<file path="config.mk">
export PLATFORM = sky130hd
export DESIGN_NAME = fixed_point_atan2_turns
export DESIGN_NICKNAME = d
export VERILOG_FILES = /design/src/design/atp_pkg.sv /design/src/design/atp_prep.sv /design/src/design/atp_div.sv /design/src/design/atp_poly.sv /design/src/design/fixed_point_atan2_turns.sv
export SDC_FILE = /design/constraint.sdc
export NUM_CORES = 2
export LEC_CHECK = 0
export ABC_AREA = 1
export BUFFER_PORTS_ARGS = -buffer_cell sky130_fd_sc_hd__buf_2
export CAP_MARGIN = 20
export CORE_MARGIN = 2
export CORE_UTILIZATION = 59
export CTS_BUF_LIST = sky130_fd_sc_hd__clkbuf_16
export CTS_CLUSTER_DIAMETER = 50
export DETAILED_ROUTE_END_ITERATION = 10
export PLACE_DENSITY = 0.79
export SLEW_MARGIN = 30
export SYNTH_ARGS = -nofsm -noshare
export SYNTH_HDL_FRONTEND = slang
export SYNTH_SLANG_ARGS = --single-unit
</file>
<file path="constraint.sdc">
create_clock -name clk -period 6.3 [get_ports clk]
set_clock_uncertainty 0.05 [all_clocks]
set_input_delay 1.26 -clock clk [delete_from_list [all_inputs] [get_ports clk]]
set_output_delay 1.26 -clock clk [all_outputs]
set_load 0.005 [all_outputs]
</file>
<file path="src/design/atp_pkg.sv">
// ----------------------------------------------------------------------------
// atp_pkg
// Shared types and constants for the fixed point atan2 (turns) pipeline.
// ----------------------------------------------------------------------------
`default_nettype none

package atp_pkg;

  // Field widths
  localparam int unsigned COMP_W  = 32;  // vector component width
  localparam int unsigned QUO_W   = 17;  // ratio width, range [0, 0x10000] for a nonzero vector
  localparam int unsigned INNER_W = 12;  // inner polynomial term, max 0x0B20
  localparam int unsigned OCT_W   = 15;  // octant angle, max 0x2000
  localparam int unsigned ANG_W   = 16;  // output angle width

  // One quotient bit is resolved per divider stage
  localparam int unsigned DIV_STEPS = QUO_W;

  // Constants of the approximation and the fold
  localparam logic [ANG_W-1:0]   ZERO_ANGLE   = 16'hC000;
  localparam logic [13:0]        POLY_BASE    = 14'h2000;
  localparam logic [INNER_W-1:0] POLY_SLOPE   = 12'hB20;
  localparam logic [QUO_W-1:0]   FIX_ONE      = 17'h10000;
  localparam logic [ANG_W-1:0]   QUARTER_TURN = 16'h4000;
  localparam logic [ANG_W-1:0]   HALF_TURN    = 16'h8000;

  // Octant and special-case flags that ride along with each vector
  typedef struct packed {
    logic zero;      // both components zero
    logic swapped;   // |y| > |x|, octant swapped
    logic mirrored;  // x negative
    logic negated;   // math-space y negative (screen y strictly positive)
  } atp_flags_t;

  // Divider working word
  typedef struct packed {
    atp_flags_t        flags;
    logic [COMP_W-1:0] rem;   // partial remainder, below den after each step
    logic [COMP_W-1:0] den;   // larger magnitude
    logic [QUO_W-1:0]  quo;   // quotient bits so far
  } atp_div_t;

  // Ratio handed to the polynomial section
  typedef struct packed {
    atp_flags_t       flags;
    logic [QUO_W-1:0] ratio;
  } atp_ratio_t;

endpackage

`default_nettype wire

</file>
<file path="src/design/atp_prep.sv">
// ----------------------------------------------------------------------------
// atp_prep
// Front stage: magnitudes, octant flags and divider operand selection.
// ----------------------------------------------------------------------------
`default_nettype none

module atp_prep (
  input  wire                              clk,
  input  wire                              rst_n,
  input  wire                              up_valid,
  output logic                             up_ready,
  input  wire  [atp_pkg::COMP_W-1:0]       delta_x,
  input  wire  [atp_pkg::COMP_W-1:0]       delta_y,
  output logic                             dn_valid,
  input  wire                              dn_ready,
  output atp_pkg::atp_div_t                dn_data
);

  logic                        vld_r;
  atp_pkg::atp_div_t           data_r;
  atp_pkg::atp_div_t           data_nxt;
  logic [atp_pkg::COMP_W-1:0]  mag_x;
  logic [atp_pkg::COMP_W-1:0]  mag_y;
  logic                        swap;

  // Unsigned magnitudes; the most negative value maps to 2^31 exactly
  assign mag_x = delta_x[atp_pkg::COMP_W-1] ? (atp_pkg::COMP_W'(0) - delta_x) : delta_x;
  assign mag_y = delta_y[atp_pkg::COMP_W-1] ? (atp_pkg::COMP_W'(0) - delta_y) : delta_y;
  assign swap  = mag_y > mag_x;

  // Smaller magnitude seeds the remainder, larger one is the divisor
  always_comb begin
    data_nxt                = '0;
    data_nxt.flags.zero     = (delta_x == '0) && (delta_y == '0);
    data_nxt.flags.swapped  = swap;
    data_nxt.flags.mirrored = delta_x[atp_pkg::COMP_W-1];
    data_nxt.flags.negated  = (delta_y != '0) && !delta_y[atp_pkg::COMP_W-1];
    data_nxt.rem            = swap ? mag_x : mag_y;
    data_nxt.den            = swap ? mag_y : mag_x;
    data_nxt.quo            = '0;
  end

  // Stage loads when empty or when the next stage takes its request
  assign up_ready = !vld_r || dn_ready;

  always_ff @(posedge clk) begin
    if (!rst_n) begin
      vld_r <= 1'b0;
    end else if (up_ready) begin
      vld_r <= up_valid;
    end
  end

  always_ff @(posedge clk) begin
    if (up_ready && up_valid) begin
      data_r <= data_nxt;
    end
  end

  assign dn_valid = vld_r;
  assign dn_data  = data_r;

endmodule

`default_nettype wire

</file>
<file path="src/design/atp_div.sv">
// ----------------------------------------------------------------------------
// atp_div
// Pipelined restoring divider, one quotient bit per stage, computing
// floor((num << 16) / den) for num <= den.
// ----------------------------------------------------------------------------
`default_nettype none

module atp_div (
  input  wire                   clk,
  input  wire                   rst_n,
  input  wire                   up_valid,
  output logic                  up_ready,
  input  atp_pkg::atp_div_t     up_data,
  output logic                  dn_valid,
  input  wire                   dn_ready,
  output atp_pkg::atp_ratio_t   dn_data
);

  localparam int unsigned N = atp_pkg::DIV_STEPS;
  localparam int unsigned W = atp_pkg::COMP_W;

  logic              vld_r [N];
  atp_pkg::atp_div_t stg_r [N];
  logic              rdy   [N];

  for (genvar k = 0; k < N; k++) begin : g_step
    logic              src_vld;
    atp_pkg::atp_div_t src;
    atp_pkg::atp_div_t stg_nxt;
    logic [W:0]        trial;
    logic [W:0]        diff;
    logic              take;

    // Source of this stage
    if (k == 0) begin : g_first
      assign src_vld = up_valid;
      assign src     = up_data;
      // Top quotient bit: remainder is the smaller magnitude itself
      assign trial   = {1'b0, src.rem};
    end else begin : g_next
      assign src_vld = vld_r[k-1];
      assign src     = stg_r[k-1];
      assign trial   = {src.rem, 1'b0};
    end

    // Downstream ready for this stage
    if (k == N-1) begin : g_last
      assign rdy[k] = !vld_r[k] || dn_ready;
    end else begin : g_mid
      assign rdy[k] = !vld_r[k] || rdy[k+1];
    end

    // Compare and subtract
    assign diff = trial - {1'b0, src.den};
    assign take = !diff[W];

    always_comb begin
      stg_nxt       = src;
      stg_nxt.rem   = take ? diff[W-1:0] : trial[W-1:0];
      stg_nxt.quo   = {src.quo[atp_pkg::QUO_W-2:0], take};
    end

    always_ff @(posedge clk) begin
      if (!rst_n) begin
        vld_r[k] <= 1'b0;
      end else if (rdy[k]) begin
        vld_r[k] <= src_vld;
      end
    end

    always_ff @(posedge clk) begin
      if (rdy[k] && src_vld) begin
        stg_r[k] <= stg_nxt;
      end
    end
  end

  assign up_ready      = rdy[0];
  assign dn_valid      = vld_r[N-1];
  assign dn_data.flags = stg_r[N-1].flags;
  assign dn_data.ratio = stg_r[N-1].quo;

endmodule

`default_nettype wire

</file>
<file path="src/design/atp_poly.sv">
// ----------------------------------------------------------------------------
// atp_poly
// Octant polynomial r*(0x2000 + 0x0B20*(1-r)) in two multiply stages,
// then the fold into a full turn in the output register.
// ----------------------------------------------------------------------------
`default_nettype none

module atp_poly (
  input  wire                          clk,
  input  wire                          rst_n,
  input  wire                          up_valid,
  output logic                         up_ready,
  input  atp_pkg::atp_ratio_t          up_data,
  output logic                         dn_valid,
  input  wire                          dn_ready,
  output logic [atp_pkg::ANG_W-1:0]    dn_angle
);

  localparam int unsigned QW = atp_pkg::QUO_W;
  localparam int unsigned IW = atp_pkg::INNER_W;
  localparam int unsigned OW = atp_pkg::OCT_W;
  localparam int unsigned AW = atp_pkg::ANG_W;
  localparam int unsigned PA_W = IW + QW;    // slope times (1 - r)
  localparam int unsigned PB_W = QW + 14;    // r times (base + inner)

  // Stage A: inner term
  logic                   a_vld_r;
  logic                   a_rdy;
  atp_pkg::atp_flags_t    a_flags_r;
  logic [QW-1:0]          a_ratio_r;
  logic [IW-1:0]          a_inner_r;
  logic [IW-1:0]          a_inner_nxt;
  logic [QW-1:0]          one_minus_r;
  logic [PA_W-1:0]        prod_a;

  // Stage B: octant angle
  logic                   b_vld_r;
  logic                   b_rdy;
  atp_pkg::atp_flags_t    b_flags_r;
  logic [OW-1:0]          b_oct_r;
  logic [OW-1:0]          b_oct_nxt;
  logic [13:0]            coef;
  logic [PB_W-1:0]        prod_b;

  // Stage C: fold, output register
  logic                   c_vld_r;
  logic                   c_rdy;
  logic [AW-1:0]          c_angle_r;
  logic [AW-1:0]          c_angle_nxt;
  logic [AW-1:0]          fold_s;
  logic [AW-1:0]          fold_m;
  logic [AW-1:0]          fold_n;

  // Ready chain, output register last
  assign c_rdy    = !c_vld_r || dn_ready;
  assign b_rdy    = !b_vld_r || c_rdy;
  assign a_rdy    = !a_vld_r || b_rdy;
  assign up_ready = a_rdy;

  // Inner term: (0x0B20 * (0x10000 - r)) >> 16
  assign one_minus_r = atp_pkg::FIX_ONE - up_data.ratio;
  assign prod_a      = PA_W'(atp_pkg::POLY_SLOPE) * PA_W'(one_minus_r);
  assign a_inner_nxt = prod_a[IW+15:16];

  always_ff @(posedge clk) begin
    if (!rst_n) begin
      a_vld_r <= 1'b0;
    end else if (a_rdy) begin
      a_vld_r <= up_valid;
    end
  end

  always_ff @(posedge clk) begin
    if (a_rdy && up_valid) begin
      a_flags_r <= up_data.flags;
      a_ratio_r <= up_data.ratio;
      a_inner_r <= a_inner_nxt;
    end
  end

  // Octant angle: (r * (0x2000 + inner)) >> 16
  assign coef      = atp_pkg::POLY_BASE + 14'(a_inner_r);
  assign prod_b    = PB_W'(a_ratio_r) * PB_W'(coef);
  assign b_oct_nxt = prod_b[OW+15:16];

  always_ff @(posedge clk) begin
    if (!rst_n) begin
      b_vld_r <= 1'b0;
    end else if (b_rdy) begin
      b_vld_r <= a_vld_r;
    end
  end

  always_ff @(posedge clk) begin
    if (b_rdy && a_vld_r) begin
      b_flags_r <= a_flags_r;
      b_oct_r   <= b_oct_nxt;
    end
  end

  // Fold by swap, mirror and negate, modulo one turn
  assign fold_s = b_flags_r.swapped  ? (atp_pkg::QUARTER_TURN - AW'(b_oct_r)) : AW'(b_oct_r);
  assign fold_m = b_flags_r.mirrored ? (atp_pkg::HALF_TURN - fold_s) : fold_s;
  assign fold_n = b_flags_r.negated  ? (AW'(0) - fold_m) : fold_m;
  assign c_angle_nxt = b_flags_r.zero ? atp_pkg::ZERO_ANGLE : fold_n;

  always_ff @(posedge clk) begin
    if (!rst_n) begin
      c_vld_r <= 1'b0;
    end else if (c_rdy) begin
      c_vld_r <= b_vld_r;
    end
  end

  always_ff @(posedge clk) begin
    if (c_rdy && b_vld_r) begin
      c_angle_r <= c_angle_nxt;
    end
  end

  assign dn_valid = c_vld_r;
  assign dn_angle = c_angle_r;

endmodule

`default_nettype wire

</file>
<file path="src/design/fixed_point_atan2_turns.sv">
// ----------------------------------------------------------------------------
// fixed_point_atan2_turns
// Angle of a screen-space 16.16 vector as a 16-bit fraction of a turn.
// ----------------------------------------------------------------------------
// Usage:
//   Input stream carries one vector per request: delta_x and delta_y, signed
//   16.16, screen space with y down. Output stream carries one angle per
//   request, 65536 units per turn, math space with y up. A zero vector
//   gives 0xC000.
//   From input accept to output valid a vector passes one stage for
//   magnitudes and octant select, 17 divider stages (one quotient bit per
//   stage of the ratio smaller/larger), two multiply stages for the octant
//   polynomial and the fold in the output register.
//   Throughput is one vector per cycle while out_tready stays high; every
//   stage holds one request and the divider's 17 stages are most of the depth.
//   Reset (rst_n low at a clock edge) empties the pipeline; in_tready is
//   high once reset is released.
//   When the receiver stalls, the output request holds and earlier stages
//   keep filling empty slots; in_tready falls only when every stage is full.
//   Nothing is lost or repeated.
// ----------------------------------------------------------------------------
`default_nettype none

module fixed_point_atan2_turns (
  input  wire         clk,
  input  wire         rst_n,
  input  wire         in_tvalid,
  output logic        in_tready,
  input  wire  [63:0] in_tdata,   // [31:0] delta_x, [63:32] delta_y
  output logic        out_tvalid,
  input  wire         out_tready,
  output logic [15:0] out_tdata   // [15:0] angle_turns
);

  logic                 prep_vld;
  logic                 div_rdy;
  atp_pkg::atp_div_t    prep_data;
  logic                 div_vld;
  logic                 poly_rdy;
  atp_pkg::atp_ratio_t  div_data;

  atp_prep u_prep (
    .clk      (clk),
    .rst_n    (rst_n),
    .up_valid (in_tvalid),
    .up_ready (in_tready),
    .delta_x  (in_tdata[31:0]),
    .delta_y  (in_tdata[63:32]),
    .dn_valid (prep_vld),
    .dn_ready (div_rdy),
    .dn_data  (prep_data)
  );

  atp_div u_div (
    .clk      (clk),
    .rst_n    (rst_n),
    .up_valid (prep_vld),
    .up_ready (div_rdy),
    .up_data  (prep_data),
    .dn_valid (div_vld),
    .dn_ready (poly_rdy),
    .dn_data  (div_data)
  );

  atp_poly u_poly (
    .clk      (clk),
    .rst_n    (rst_n),
    .up_valid (div_vld),
    .up_ready (poly_rdy),
    .up_data  (div_data),
    .dn_valid (out_tvalid),
    .dn_ready (out_tready),
    .dn_angle (out_tdata)
  );

`ifndef ASSERT_OFF
  // Ratio never exceeds one for a nonzero vector
  a_ratio_range: assert property (@(posedge clk) disable iff (!rst_n)
    div_vld && !div_data.flags.zero |-> div_data.ratio <= atp_pkg::FIX_ONE)
    else $error("divider ratio above one");

  // Front stage empty means the input side can take a request
  a_front_ready: assert property (@(posedge clk) disable iff (!rst_n)
    !prep_vld |-> in_tready)
    else $error("input stalled with empty front stage");

  // A stalled front-stage request stays in place with its operands
  a_front_hold: assert property (@(posedge clk) disable iff (!rst_n)
    prep_vld && !div_rdy |=> prep_vld && $stable(prep_data))
    else $error("front stage request lost under stall");
`endif

endmodule

`default_nettype wire
</file>
==> run_results.csv <==
group,metric,value,unit
drt,vias,68400,
logic_synthesis,synth_top_area_cell,"edfxtp_1",
drt,firstDrtPassIters,6,
setup_path,max_stage_delay,590,ps
sta,tns,0,ps
power,leakage,44.9,nW
power,p_per_area,228,mW/mm2
logic_synthesis,synthCells,9898,
clocking,clock_sinks,1402,
floorplan,initial_utilization,0.596,
sta,slew_headroom,0.303,
clocking,cts_buffers,163,
logic_synthesis,synth_seq_cells,1402,
logic_synthesis,yosysSeqAreaShare,0.464,
setup_path,cp_cell_sequence,"buf_4 > nand2_1 > inv_1 > fa_1 > inv_1 > fa_1 > inv_1 > fa_1 > inv_1 > fa_1 > inv_1 > fa_1 > fa_1 > ha_1 > a21oi_1 > inv_1 > a21oi_1 > o21ai_0 > a221oi_1 > nand2_1 > nand2_1 > nand3_1 > xor2_1",
drt,drc,0,
floorplan,core-area,0.152,mm2
logic_synthesis,synth_area_leaders,"edfxtp_1 (46%), nand2_1 (12%), ha_1 (10%)",
logic_synthesis,async_flop_share,0,
setup_path,critical_path_class,"flip-flop to flip-flop",
sta,setup_viol,0,
place,place_area,0.0935,mm2
place,dp_hpwl,183000,um
clocking,cts_tree,"built",
floorplan,die_height,396,um
layout,nets,11000,
global_route,grt_first_pass_wirelength,359000,um
place,gp_congestion,0.957,
logic_synthesis,yosysMostFrequentCell,"nand2_1",
sta,finalCritPeriodShare,0.945,
clocking,htreeDepth,4,
sta,report.final.slew_viol_count,0,
floorplan,rows,143,
setup_path,crit_fanout,10,
layout,final_layout_size_suffix_gt1_frac,0.0550,
global_route,grt_use_total,0.290,
layout,final_core_util,0.649,
floorplan,die-area,0.157,mm2
outcome,status,"finished clean",
floorplan,io_pins,86,
layout,antenna_cells,0,
power,total_power,22.5,mW
drt,drtIter0Drc,5308,
place,place_ws,260,ps
clocking,clkLatencyLatePin,810,ps
flow_run,maxCapViolCount,0,
setup_path,crit_arrival,6450,ps
clocking,cts_max_path_buffers,3,
layout,area_growth_syn_to_layout,8.94,%
drt,wirelength,228000,um
setup_path,cp-start-kind,"flip-flop",
sta,setup_slack,344,ps
logic_synthesis,syn_avg_cell_area,9.17,um2
logic_synthesis,netlist_area,0.0907,mm2
setup_path,required,6800,ps
global_route,grt_overflow,0,
global_route,antenna_found_initial,0,
logic_synthesis,synth_cell_types,59,
clocking,hold_buffers,0,
setup_path,slowest_stage,"edfxtp_1",
clocking,root_buffer,"clkbuf_16",
sta,fmax,168,MHz
setup_path,end_kind,"flip-flop",
drt,ant_nets,0,
logic_synthesis,synth_top_area_share,0.462,
place,dpl.cell_count,11900,
global_route,grt_pass1_vias,67300,
place,io_buffers,85,
worst_hold_path,hold_path.class,"flip-flop to flip-flop",
layout,final_cell_count_no_fill,12200,
logic_synthesis,yosysWarnings,0,
clocking,path_clk_slew,60,ps
power,ir_drop,0.218,mV
global_route,grt_max_degree,79,
logic_synthesis,synth_ff_type,"edfxtp_1",
sta,period_needed,5960,ps
logic_synthesis,synth_common_cells,"nand2_1 (2819), inv_1 (1435), edfxtp_1 (1397)",
sta,finalHoldViolCount,0,
logic_synthesis,synth_edf_count,1397,
sta,rsz0062_at_grt,"no",
sta,tightest_slew,1040,ps
drt,avgRoutedWirePerCell,18.7,um
sta,holdWs,363,ps
layout,final_cell_area,0.0988,mm2
drt,via_per_inst,5.60,
floorplan,die_x,396,um
logic_synthesis,synth_fp_nets,10900,
## final cells by class
class                           instances  area (um2)
Tap cell                             2030        2540
Inverter                             1444        5420
Timing Repair Buffer                  152         961
Fill cell                           12400       53400
Sequential cell                      1402       42100
Clock buffer                          168        4200
Clock inverter                        132        1080
Multi-Input combinational cell       6887       42600
## final timing paths
check                 startpoint                  end  slack, ps  depth (start not counted)
min reg2reg  u_div.stg_r[0][255]  u_div.stg_r[0][341]        360                          0
min          u_div.stg_r[0][255]  u_div.stg_r[0][341]        360                          0
max reg2reg  u_poly.a_inner_r[4]   u_poly.b_oct_r[13]        340                         23
max          u_poly.a_inner_r[4]   u_poly.b_oct_r[13]        340                         23
## timing repair
action,in CTS,in global routing
setup endpoints to repair,0,1
setup buffers,0,4
resized for setup,0,0
## flip-flops by register name (all words and copies together), names as in the netlist
name / cells
u_div.vld_r: 17
u_poly.a_flags_r: 4
u_div.stg_r: 1245
u_poly.b_oct_r: 15
u_poly.dn_valid: 1
u_prep.dn_valid: 1
u_prep.dn_data: 68
u_poly.a_inner_r: 12
u_poly.a_ratio_r: 17
u_poly.b_vld_r: 1
u_poly.a_vld_r: 1
u_poly.b_flags_r: 4
u_poly.dn_angle: 16
## worst max-delay path, delay by kind of cell (launching register included)
family | cells | cell delay (ps)
fa+ha+maj | 7 | 3200
compound gates | 4 | 710
buf+inv | 7 | 590
flops | 1 | 590
simple gates | 4 | 390
xor+xnor | 1 | 160
## cells by family (layout without fill, tap and decap cells)
family	count (synthesis)	in the layout	share of synthesized area
AOI/OAI and AO/OA	1564	1564	0.0975
DFF	1402	1402	0.464
buffers and inverters	1609	1896	0.0684
xor gates and xnor gates	571	571	0.0551
and+or+nand+nor	3822	3822	0.171
adders and majority gates	930	930	0.145
## where the power goes
group          internal [mW]  switching, mW
Sequential              10.5          0.222
Combinational          0.874           1.74
Clock                   5.28           3.87
## placed cells by master (no fill, tap or decap), drive strengths merged, types with 41 or more instances in the layout
cell type,instances
o21ai,452
inv,1496
fa,200
a21o,60
buf,152
o21bai,43
xnor2,203
nand3,225
nand3b,43
clkinv,66
xor2,368
ha,730
edfxtp,1397
a31oi,51
a21oi,788
clkbuf,168
nor3,139
nor2,469
a21boi,41
nand2,2834
nor4,58
o211ai,55
## layer usage
layer,vias up,global-route usage,part of all wire
li1,33300,-,-
met2,2247,0.500,0.49
met5,-,0,0
met3,540,0.0342,0.054
met4,0,0.123,0.044
met1,32300,0.371,0.41
Power figures use the tool's default switching activity.
